<file path="src/rtl/core/tecp_pkg.sv">
package tecp_pkg;

  // Screen geometry
  localparam int ROWS      = 32;
  localparam int COLS      = 80;
  localparam int TAB_WIDTH = 8;

  // Field widths fixed by the result format
  localparam int LINE_W  = 5;
  localparam int COL_W   = 7;
  localparam int BYTE_W  = 8;
  localparam int CMD_W   = 4;

  localparam logic [LINE_W-1:0] LAST_LINE = LINE_W'(ROWS - 1);
  localparam logic [COL_W-1:0]  COL_LIMIT = COL_W'(COLS);
  localparam logic [BYTE_W-1:0] ARG_MAX   = 8'd255;

  // Control characters and sequence bytes
  localparam logic [7:0] CH_BEL      = 8'h07;
  localparam logic [7:0] CH_BS       = 8'h08;
  localparam logic [7:0] CH_TAB      = 8'h09;
  localparam logic [7:0] CH_LF       = 8'h0a;
  localparam logic [7:0] CH_CR       = 8'h0d;
  localparam logic [7:0] CH_ESC      = 8'h1b;
  localparam logic [7:0] CH_SPACE    = 8'h20;
  localparam logic [7:0] CH_ZERO     = 8'h30;
  localparam logic [7:0] CH_NINE     = 8'h39;
  localparam logic [7:0] CH_SEMI     = 8'h3b;
  localparam logic [7:0] CH_LBRACKET = 8'h5b;
  localparam logic [7:0] C1_LO       = 8'h80;
  localparam logic [7:0] C1_END      = 8'ha0;

  // Final letters of a control sequence
  localparam logic [7:0] FIN_AT = 8'h40;
  localparam logic [7:0] FIN_A  = 8'h41;
  localparam logic [7:0] FIN_B  = 8'h42;
  localparam logic [7:0] FIN_C  = 8'h43;
  localparam logic [7:0] FIN_D  = 8'h44;
  localparam logic [7:0] FIN_E  = 8'h45;
  localparam logic [7:0] FIN_H  = 8'h48;
  localparam logic [7:0] FIN_J  = 8'h4a;
  localparam logic [7:0] FIN_K  = 8'h4b;
  localparam logic [7:0] FIN_L  = 8'h4c;
  localparam logic [7:0] FIN_M  = 8'h4d;
  localparam logic [7:0] FIN_P  = 8'h50;

  typedef enum logic [1:0] {
    PH_TEXT = 2'd0,
    PH_ESC  = 2'd1,
    PH_CSI  = 2'd2
  } phase_t;

  typedef enum logic [CMD_W-1:0] {
    CMD_NONE      = 4'd0,
    CMD_DRAW      = 4'd1,
    CMD_SCROLL    = 4'd2,
    CMD_BELL      = 4'd3,
    CMD_ERASE_ALL = 4'd4,
    CMD_ERASE_EOS = 4'd5,
    CMD_ERASE_EOL = 4'd6,
    CMD_INS_LINE  = 4'd7,
    CMD_DEL_LINE  = 4'd8,
    CMD_INS_CHAR  = 4'd9,
    CMD_DEL_CHAR  = 4'd10
  } cmd_t;

  typedef struct packed {
    phase_t              phase;
    logic [LINE_W-1:0]   line;
    logic [COL_W-1:0]    col;
    logic [1:0]          slot;
    logic [BYTE_W-1:0]   arg0;
    logic [BYTE_W-1:0]   arg1;
  } parse_state_t;

  typedef struct packed {
    cmd_t                cmd;
    logic [BYTE_W-1:0]   glyph;
    logic [COL_W-1:0]    at_col;
    logic [LINE_W-1:0]   at_line;
    logic [BYTE_W-1:0]   count;
    logic [COL_W-1:0]    cur_col;
    logic [LINE_W-1:0]   cur_line;
  } result_t;

endpackage

</file>
<file path="src/rtl/core/tecp_step.sv">
module tecp_step
  import tecp_pkg::*;
(
  input  parse_state_t      st,
  input  logic [BYTE_W-1:0] byte_in,
  output parse_state_t      st_nxt,
  output result_t           res
);

  logic              is_digit;
  logic              digit_ok;
  logic              is_final;
  logic              take_plain;
  phase_t            phase_nxt;
  logic              drawable;

  logic [BYTE_W-1:0] n_arg;
  logic [7:0]        col_p1;
  logic [COL_W-1:0]  col_inc;
  logic [8:0]        tab_stop;
  logic [COL_W-1:0]  col_tab;
  logic [LINE_W:0]   line_p1;
  logic [BYTE_W-1:0] h_col_raw;
  logic [COL_W-1:0]  h_col;
  logic [BYTE_W-1:0] h_line_raw;
  logic              up_ok;
  logic [8:0]        down_sum;
  logic [LINE_W-1:0] line_down;
  logic              left_ok;
  logic [8:0]        right_sum;
  logic [COL_W-1:0]  col_right;
  logic [BYTE_W-1:0] arg_cur;
  logic [11:0]       arg_prod;
  logic [BYTE_W-1:0] arg_acc;

  logic [LINE_W-1:0] line_nxt;
  logic [COL_W-1:0]  col_nxt;
  logic [1:0]        slot_nxt;
  logic [BYTE_W-1:0] arg0_nxt;
  logic [BYTE_W-1:0] arg1_nxt;

  // Byte classes
  assign is_digit = (byte_in >= CH_ZERO) && (byte_in <= CH_NINE);
  assign digit_ok = is_digit && (st.slot < 2'd2);
  assign drawable = ({1'b0, st.col} < 8'(COLS)) && (byte_in >= CH_SPACE) &&
                    !((byte_in >= C1_LO) && (byte_in < C1_END));

  always_comb begin
    unique case (byte_in) inside
      FIN_H, FIN_A, FIN_B, FIN_C, FIN_D, FIN_E,
      FIN_J, FIN_K, FIN_L, FIN_M, FIN_AT, FIN_P: is_final = 1'b1;
      default:                                   is_final = 1'b0;
    endcase
  end

  // Does this byte fall through to plain-text handling
  always_comb begin
    unique case (st.phase)
      PH_ESC:  take_plain = (byte_in != CH_LBRACKET);
      PH_CSI:  take_plain = !digit_ok && (byte_in != CH_SEMI) && !is_final;
      default: take_plain = 1'b1;
    endcase
  end

  // Parse phase next state
  always_comb begin
    if (take_plain) begin
      phase_nxt = (byte_in == CH_ESC) ? PH_ESC : PH_TEXT;
    end else begin
      unique case (st.phase)
        PH_ESC:  phase_nxt = PH_CSI;
        PH_CSI:  phase_nxt = is_final ? PH_TEXT : PH_CSI;
        default: phase_nxt = PH_TEXT;
      endcase
    end
  end

  // Cursor arithmetic candidates
  assign n_arg     = (st.arg0 != '0) ? st.arg0 : 8'd1;
  assign col_p1    = {1'b0, st.col} + 8'd1;
  assign col_inc   = (col_p1 > 8'(COLS)) ? COL_LIMIT : col_p1[COL_W-1:0];
  assign tab_stop  = 9'(({2'b00, st.col} / TAB_WIDTH + 1) * TAB_WIDTH);
  assign col_tab   = (tab_stop > 9'(COLS)) ? COL_LIMIT : tab_stop[COL_W-1:0];
  assign line_p1   = {1'b0, st.line} + 6'd1;

  assign h_col_raw  = (st.arg1 != '0) ? (st.arg1 - 8'd1) : 8'd0;
  assign h_col      = (h_col_raw > 8'(COLS)) ? COL_LIMIT : h_col_raw[COL_W-1:0];
  assign h_line_raw = (st.arg0 != '0) ? (st.arg0 - 8'd1) : 8'd0;

  assign up_ok     = (n_arg <= {3'b000, st.line});
  assign down_sum  = {1'b0, n_arg} + {4'b0000, st.line};
  assign line_down = (down_sum > 9'(ROWS - 1)) ? LAST_LINE : down_sum[LINE_W-1:0];
  assign left_ok   = (n_arg <= {1'b0, st.col});
  assign right_sum = {1'b0, n_arg} + {2'b00, st.col};
  assign col_right = (right_sum > 9'(COLS)) ? COL_LIMIT : right_sum[COL_W-1:0];

  // Decimal argument accumulate, saturating
  assign arg_cur  = (st.slot == 2'd0) ? st.arg0 : st.arg1;
  assign arg_prod = {4'b0000, arg_cur} * 12'd10 + {8'h00, byte_in[3:0] - CH_ZERO[3:0]};
  assign arg_acc  = (arg_prod > 12'd255) ? ARG_MAX : arg_prod[BYTE_W-1:0];

  // Cursor, arguments and result
  always_comb begin
    line_nxt    = st.line;
    col_nxt     = st.col;
    slot_nxt    = st.slot;
    arg0_nxt    = st.arg0;
    arg1_nxt    = st.arg1;
    res.cmd     = CMD_NONE;
    res.glyph   = '0;
    res.at_col  = '0;
    res.at_line = '0;
    res.count   = 8'd1;

    if (take_plain) begin
      case (byte_in)
        CH_ESC: begin
        end
        CH_LF: begin
          if (line_p1 >= 6'(ROWS)) begin
            line_nxt = LAST_LINE;
            res.cmd  = CMD_SCROLL;
          end else begin
            line_nxt = line_p1[LINE_W-1:0];
          end
          col_nxt = '0;
        end
        CH_CR:  col_nxt = '0;
        CH_TAB: col_nxt = col_tab;
        CH_BS: begin
          if (st.col != '0) col_nxt = st.col - 7'd1;
        end
        CH_BEL: res.cmd = CMD_BELL;
        default: begin
          if (drawable) begin
            res.cmd     = CMD_DRAW;
            res.glyph   = byte_in;
            res.at_col  = st.col;
            res.at_line = st.line;
          end
          col_nxt = col_inc;
        end
      endcase
    end else begin
      unique case (st.phase)
        PH_ESC: begin
          arg0_nxt = '0;
          arg1_nxt = '0;
          slot_nxt = '0;
        end
        PH_CSI: begin
          if (digit_ok) begin
            if (st.slot == 2'd0) arg0_nxt = arg_acc;
            else arg1_nxt = arg_acc;
          end else if (byte_in == CH_SEMI) begin
            if (st.slot != 2'd3) slot_nxt = st.slot + 2'd1;
          end else begin
            case (byte_in)
              FIN_H: begin
                col_nxt = h_col;
                if (h_line_raw < 8'(ROWS)) line_nxt = h_line_raw[LINE_W-1:0];
              end
              FIN_A: begin
                if (up_ok) line_nxt = st.line - n_arg[LINE_W-1:0];
              end
              FIN_B: line_nxt = line_down;
              FIN_D: begin
                if (left_ok) col_nxt = st.col - n_arg[COL_W-1:0];
              end
              FIN_C: col_nxt = col_right;
              FIN_E: begin
                res.cmd  = CMD_ERASE_ALL;
                line_nxt = '0;
                col_nxt  = '0;
              end
              FIN_J: begin
                if (st.arg0 == 8'd2) begin
                  res.cmd  = CMD_ERASE_ALL;
                  line_nxt = '0;
                  col_nxt  = '0;
                end else begin
                  res.cmd     = CMD_ERASE_EOS;
                  res.at_col  = st.col;
                  res.at_line = st.line;
                end
              end
              FIN_K: begin
                res.cmd     = CMD_ERASE_EOL;
                res.at_col  = st.col;
                res.at_line = st.line;
              end
              FIN_L: begin
                res.cmd     = CMD_INS_LINE;
                res.at_col  = st.col;
                res.at_line = st.line;
                col_nxt     = '0;
              end
              FIN_M: begin
                res.cmd     = CMD_DEL_LINE;
                res.at_col  = st.col;
                res.at_line = st.line;
                col_nxt     = '0;
              end
              FIN_AT: begin
                res.cmd     = CMD_INS_CHAR;
                res.at_col  = st.col;
                res.at_line = st.line;
                res.count   = n_arg;
              end
              // delete chars
              default: begin
                res.cmd     = CMD_DEL_CHAR;
                res.at_col  = st.col;
                res.at_line = st.line;
                res.count   = n_arg;
              end
            endcase
          end
        end
        default: begin
        end
      endcase
    end

    res.cur_col  = col_nxt;
    res.cur_line = line_nxt;
  end

  assign st_nxt = '{phase: phase_nxt, line: line_nxt, col: col_nxt,
                    slot: slot_nxt, arg0: arg0_nxt, arg1: arg1_nxt};

endmodule

</file>
<file path="src/rtl/core/terminal_escape_cursor_parser.sv">
// Channel  Dir  Handshake          Payload
// in_      in   in_valid/in_stall  in_byte_in[7:0]
// out_     out  out_valid/out_stall command, glyph, at col/line, count, cursor col/line
//
// One byte per cycle while the output is not stalled; a byte transfers into the
// input register, passes once through the parse logic and moves into the result
// register, from which its result transfers.
// The parse state updates in the same cycle the byte moves into the result
// register, so consecutive bytes follow with no gap.
// Synchronous active-low reset: text phase, cursor at column 0 of the last line.
// A stalled result holds; the input register still takes a byte while empty.
module terminal_escape_cursor_parser
  import tecp_pkg::*;
(
  input  logic              clk,
  input  logic              rst_n,
  input  logic              in_valid,
  output logic              in_stall,
  input  logic [BYTE_W-1:0] in_byte_in,
  output logic              out_valid,
  input  logic              out_stall,
  output logic [CMD_W-1:0]  out_command,
  output logic [BYTE_W-1:0] out_glyph_code,
  output logic [COL_W-1:0]  out_at_column,
  output logic [LINE_W-1:0] out_at_line,
  output logic [BYTE_W-1:0] out_repeat_count,
  output logic [COL_W-1:0]  out_cursor_column,
  output logic [LINE_W-1:0] out_cursor_line
);

  logic              in_valid_r;
  logic [BYTE_W-1:0] byte_r;
  parse_state_t      st_r;
  parse_state_t      st_nxt;
  result_t           res_nxt;
  result_t           res_r;
  logic              out_valid_r;
  logic              out_ready;
  logic              advance;

  // Handshake control
  assign out_ready = !out_valid_r || !out_stall;
  assign advance   = in_valid_r && out_ready;
  assign in_stall  = in_valid_r && !out_ready;

  // Input register
  always_ff @(posedge clk) begin
    if (!rst_n) begin
      in_valid_r <= 1'b0;
    end else if (!in_stall) begin
      in_valid_r <= in_valid;
    end
  end

  always_ff @(posedge clk) begin
    if (in_valid && !in_stall) byte_r <= in_byte_in;
  end

  // Parse logic
  tecp_step u_step (
    .st      (st_r),
    .byte_in (byte_r),
    .st_nxt  (st_nxt),
    .res     (res_nxt)
  );

  // Parse state
  always_ff @(posedge clk) begin
    if (!rst_n) begin
      st_r <= '{phase: PH_TEXT, line: LAST_LINE, col: '0, slot: '0,
                arg0: '0, arg1: '0};
    end else if (advance) begin
      st_r <= st_nxt;
    end
  end

  // Result register
  always_ff @(posedge clk) begin
    if (!rst_n) begin
      out_valid_r <= 1'b0;
    end else if (out_ready) begin
      out_valid_r <= in_valid_r;
    end
  end

  always_ff @(posedge clk) begin
    if (advance) res_r <= res_nxt;
  end

  assign out_valid         = out_valid_r;
  assign out_command       = res_r.cmd;
  assign out_glyph_code    = res_r.glyph;
  assign out_at_column     = res_r.at_col;
  assign out_at_line       = res_r.at_line;
  assign out_repeat_count  = res_r.count;
  assign out_cursor_column = res_r.cur_col;
  assign out_cursor_line   = res_r.cur_line;

  // Checks
  a_col_bound: assert property (@(posedge clk) disable iff (!rst_n)
    out_valid |-> (out_cursor_column <= COL_LIMIT))
    else $error("cursor column beyond screen width");

  a_draw_ok: assert property (@(posedge clk) disable iff (!rst_n)
    (out_valid && (out_command == CMD_DRAW)) |->
      ((out_at_column < COL_LIMIT) && (out_glyph_code >= CH_SPACE)))
    else $error("draw outside screen or of a control byte");

  a_count_nz: assert property (@(posedge clk) disable iff (!rst_n)
    out_valid |-> (out_repeat_count != '0))
    else $error("zero repeat count");

  a_hold_in: assert property (@(posedge clk) disable iff (!rst_n)
    (in_valid_r && !out_ready) |=> (in_valid_r && $stable(byte_r) && $stable(st_r)))
    else $error("pending byte or parse state lost under stall");

endmodule

</file>
<file path="config.mk">
export PLATFORM = sky130hd
export DESIGN_NAME = terminal_escape_cursor_parser
export DESIGN_NICKNAME = d
export VERILOG_FILES = /design/src/rtl/core/tecp_pkg.sv /design/src/rtl/core/tecp_step.sv /design/src/rtl/core/terminal_escape_cursor_parser.sv
export SDC_FILE = /design/constraint.sdc
export NUM_CORES = 1
export LEC_CHECK = 0
export BUFFER_PORTS_ARGS = -buffer_cell sky130_fd_sc_hd__buf_2
export CORE_ASPECT_RATIO = 0.75
export CORE_UTILIZATION = 35
export DETAILED_ROUTE_END_ITERATION = 10
export REMOVE_ABC_BUFFERS = 1
export SYNTH_ARGS = -nofsm -noshare
export SYNTH_HDL_FRONTEND = slang
export SYNTH_SLANG_ARGS = --single-unit
</file>
<file path="constraint.sdc">
create_clock -name clk -period 11.27 [get_ports clk]
set_input_delay 1.6905 -clock clk [delete_from_list [all_inputs] [get_ports clk]]
set_output_delay 1.6905 -clock clk [all_outputs]
set_load 0.02 [all_outputs]
</file>
======== After elaboration in Yosys (flattened, before gate mapping) ========
Index checks and enable logic that the tools add are counted.
word-level totals
  register bits after elaboration ......... 86
  bits of input ports ..................... 12
  output and inout port bits .............. 46
  word-level logic and storage cells ...... 179
cells by class
  $add $sub $neg .......................... 12
  multipliers ............................. 1
  magnitude comparators ................... 17
  equal/unequal tests ..................... 31
  muxes and demuxes ....................... 62
  bitwise operators ....................... 3
  reductions and logical operators ........ 37
operator list
  kind                                                  count
  equality test 8 x 7 -> 1 bit (second input constant)  12
  2-to-1 mux 8 bit                                      10
  2-to-1 mux 7 bit                                      11
  2-to-1 mux 20 bit                                     3
  2-to-1 mux 5 bit                                      10
  2-to-1 mux 12 bit                                     3
  one-hot mux 7 bit (5 select lines)                    1
  equality test 8 x 4 -> 1 bit (second input constant)  4
  one-hot mux 8 bit (2 select lines)                    2
  one-hot mux 4 bit (7 select lines)                    1
  one-hot mux 7 bit (4 select lines)                    1
  one-hot mux 5 bit (5 select lines)                    1
  one-hot mux 12 bit (2 select lines)                   1
  2-to-1 mux 21 bit                                     1
  > comparator 9 x 7 -> 1 bit (second input constant)   2
  >= comparator 8 x 6 -> 1 bit (second input constant)  2
  > comparator 8 x 7 -> 1 bit (second input constant)   2
  2-to-1 mux 4 bit                                      4
  nonzero test 8 bit                                    2
  subtractor 8 x 1 -> 8 bit (second input constant)     2
  OR reduction 14 bit                                   1
  adder 12 x 4 -> 12 bit                                1
  > comparator 12 x 8 -> 1 bit (second input constant)  1
  2-to-1 mux 2 bit                                      6
  51 further kinds                                      79

======== Logic depth before layout (Yosys ltp) ========
  depth after elaboration ................. 10
  mapped depth ............................ 17
  gate-level depth less buffers ........... 16

======== Hierarchy ========
A second synthesis with hierarchy kept.
second synthesis, totals
  cell total of the unflattened synthesis .. 959
  area, all modules ....................... 7873.8 um^2
by module, submodules not included
  module                         times used  cells an instance  area each (um^2)  seq. area each (um^2)
  tecp_step                      1           760                4898.4            0.0
  terminal_escape_cursor_parser  1           199                2975.4            2242.2

======== Worst setup path after synthesis ========
OpenSTA, ideal clock, no wires.
  path type ............................... input -> register
  start point ............................. input out_stall
  end point ............................... register res_r, in the netlist out_at_column[0] (enable)
  arrival time ............................ 3364 ps
  required time ........................... 10845 ps
  slack ................................... 7481 ps
  stages on the path ...................... 4
  cells stage by stage .................... nand2_1 -> nand2_1 -> inv_1 -> clkbuf_1
between the ends
  longest elaborated chain between the ends .. 3
ends and longest elaborated chain
  item                  line                                 source
  from (decl)           terminal_escape_cursor_parser.sv:21  input logic out_stall,
  logical NOT 1 bit     terminal_escape_cursor_parser.sv:42  assign out_ready = !out_valid_r || !out_stall;
  logical OR 1 bit      terminal_escape_cursor_parser.sv:42
  logical AND 1 bit     terminal_escape_cursor_parser.sv:43  assign advance = in_valid_r && out_ready;
  net advance           terminal_escape_cursor_parser.sv:39  logic advance;
  to (signal assigned)  terminal_escape_cursor_parser.sv:87  if (advance) res_r <= res_nxt;
  to (decl)             terminal_escape_cursor_parser.sv:36  result_t res_r;
The timed path passes the listed nets, and every way through them passes these cells.
A chain may end at the register's enable or synchronous reset.

==> impl_results.md <==
- Final routed DRC violation total: 0
- Final instance area: 8130 um2
- Max H-tree Level: 3
- FP Rows: 45
- Distinct cells, synth: slightly below 90
- IO buf count: 57
- Initial antenna violation count: 1
- Crit path depth: 15
- Dpl hpwl: 17,000 um
- Top cell type's share of synthesized area: 21.2%
- Die ar.: 21,700 um2
- Top cell by count, worst path: inv_1
- Peak supply drop: approximately 65 uV
- Critical path's slowest cell: dfxtp_1
- Gr usage total: 21.2%
- Fillers: 2,046
- Share of layout cells above drive strength 1: 12.0%
- Clock Tree Root: clkbuf_16
- Post-synth EDFFs: 52
- Post_cts resized: 0
- Pins Over Slew Limit: 0
- GRT overflow: 0
- Unrepaired setup endpoints after global routing: false
- DIE HEIGHT: ~130 um
- Ys Warns: 0
- Drt pass-1 iters: 5
- Horiz. Die Dim: 170 um
- Routed length per placed instance: 18.9 um
- Worst flop-to-flop path startpoint: st_r[9]
- Hold-fix buffers at CTS: 0
- Synthesized area per cell: 8.44 um2
- Setup Fix Bufs, Post-CTS: 0
- Buf/Inv on CP: 3
- Vias: 6,807
- Worst Setup EP: out_cursor_column[0]
- Clock latency on the worst-skew pair: 0.36 ns
- Register area share after synthesis: approximately 30%
- CP endpoint kind: flip-flop
- RePlAce Congestion: around 0.96
- Leak: between 0.003 and 0.004 uW
- Slowest stage delay, CP: 0.59 ns
- TritonCTS Buffers: 9
- Post-Route Setup TNS: 0 ns
- Asr flop ratio synth: 0%
- P per Cell Area: 96.8 nW/um2
- ANT nets after route: 0
- Core area: 20,400 um2
- Initial drt markers: 714
- Critical path type: reg2reg
- Hold WC Path Type: reg2reg
- Flop2flop setup slack: between 6 and 7 ns
- Ys flop type: edfxtp_1
- CP arrival: 4.73 ns
- R2R Path End: out_cursor_column[0]
- Starting density of the core: between 30 and 40%
- WP data required: between 10 and 15 ns
- Tot Pwr: 787 uW
- Status: complete, no violations
- Final hold vios: 0
- Placed instance area: 7810 um2
- Startpoint types: flip-flop
- Util after Layout: between 30% and 40%
- Endpoints failing setup: 0
- Diode count: 0
- Most common cell after layout, fill and taps aside: nor2_1
- Crit. Startpoint: st_r[9]
- Vias per std cell: 5.76
- Clock sink count: 86
- Area of the multi-input gates: 4700 um2
- Worst-path cell chain: inv_1 -> ha_1 -> and3_1 -> nor2_1 -> inv_1 -> ha_1 -> inv_1 -> fa_1 -> nor2_1 -> o311ai_0 -> o311ai_0 -> o21ai_1 -> a21oi_1 -> nor4_1 -> a21oi_1
- Mapped cell area: roughly 7400 um2
- Slew HR: 29.3%
- Post-layout minimum cycle time: approximately 4.7 ns
- Tcrit/Tclk final: approximately two fifths
- CTS tree: built
- Vias in the first global route: around 6.1k
- Top cells by area, synth: edfxtp_1, ha_1, dfxtp_1
- P&R area growth vs syn: 10.3%
- First-pass GRT wire length: 35,500 um
- CTS max path bufs: 2
- Synthesis-stage register bit count: 86
- Setup Skew: 0.0102 ns
- Achievable Freq: roughly 0.21 GHz
- FF/Latch Area: ~2200 um2
- Maxcap violations: 0
- Largest area contributor in the netlist: edfxtp_1
- Crit-path max FO: 11
- Final wirelength: 22,400 um
- # IOs: 58
- CTS clk-pin slew, worst paths: about 0.07 ns
- Slew at the pin closest to its max-slew limit: ~1.0 ns
- Fin nets: 977
- Largest net degree at the start of global routing: 45
- Commonest non-fill, non-tap cells in the layout: nor2_1, nand2_1, ha_1, buf_2, o21ai_0
- Post-synthesis cell count: 873
- Cell family with most CP delay: compound AO/OA/AOI/OAI gates
- Reg2reg path depth: 15
-- sequential cells by signal, indices dropped and copies added, names as in the netlist, 5 cells and up --
signal             cells
out_cursor_column      7
byte_r                 8
st_r                  32
out_cursor_line        5
out_glyph_code         8
out_at_line            5
out_repeat_count       8
out_at_column          7
-- metal layers --
layer	share of wire, %	GRT usage (%)	up-vias
met5	0	0	-
met4	2.0	7.21	0
met3	8.0	3.55	24
met2	41	29.0	295
met1	49	33.0	3241
li1	-	-	3247
-- synth_stat cells (5+ instances only) --
master    count
a211oi_1      6
a21o_1       10
a21oi_1      54
a221oi_1      5
a31oi_1      13
a32oi_1       5
and2_1       17
and3_1       14
buf_2         9
clkbuf_1     35
dfxtp_1      34
edfxtp_1     52
fa_1          6
ha_1         64
inv_1        51
mux2i_1       8
nand2_1      68
nand2b_1     16
nand3_1      23
nand3b_1      7
nand4_1       9
nor2_1       78
nor2b_1      15
nor3_1       23
nor4_1        7
o211ai_1     12
o21a_1        7
o21ai_0      56
o21ai_1       6
o21bai_1      5
o22ai_1       7
o31ai_1       8
or3_1        13
xnor2_1      19
xor2_1        8
-- where the power goes --
part / switching (uW) / total [uW] / internal, uW
Combinational: 68.2 / 107 / 38.8
Sequential: 16.6 / 363 / 346
Clock: 128 / 318 / 190
Total: 213 / 787 / 575
-- tightest hold or removal path: stages (launching register included) --
cell,delay (ns)
dfxtp_1,0.33
nand2_1,0.06
a21boi_0,0.07
-- area by class of cell --
cell class	instances	share of cell area (%)
clock inverters	3	0.231
inverters	51	2.35
clock buffers	13	3.74
repair buffers	62	3.97
multi-input cells	685	57.8
flip-flops and latches	86	27.6
well taps	282	4.34
-- worst min-delay path by stage --
stage                  start       end  slack (ns)  cells past startpoint
floorplan           st_r[16]  st_r[16]        0.46                      2
global placement    st_r[16]  st_r[16]        0.49                      2
detailed placement  st_r[16]  st_r[16]        0.49                      2
CTS                 st_r[16]  st_r[16]        0.51                      2
global route        st_r[16]  st_r[16]        0.55                      2
finish              st_r[16]  st_r[16]        0.51                      2
-- per-stage QoR --
step	setup slack, ns	cells	hold slack, ns
after CTS	6.74	1182	0.508
after detailed placement	6.76	1166	0.491
after global placement	6.93	1166	0.486
after global routing	6.30	1182	0.546
final	6.60	1182	0.508
after floorplan	7.58	822	0.458
-- logic make-up after synthesis --
family | synth area share [%]
AND/OR/NAND/NOR | 22.8
flip-flops | 30.4
adder cells (fa/ha/maj) | 12.6
AO/OA/AOI/OAI | 23.4
XOR/XNOR | 3.21
buffers and inverters | 5.80
multiplexers | 1.70
(Power assumes the default switching activity.)
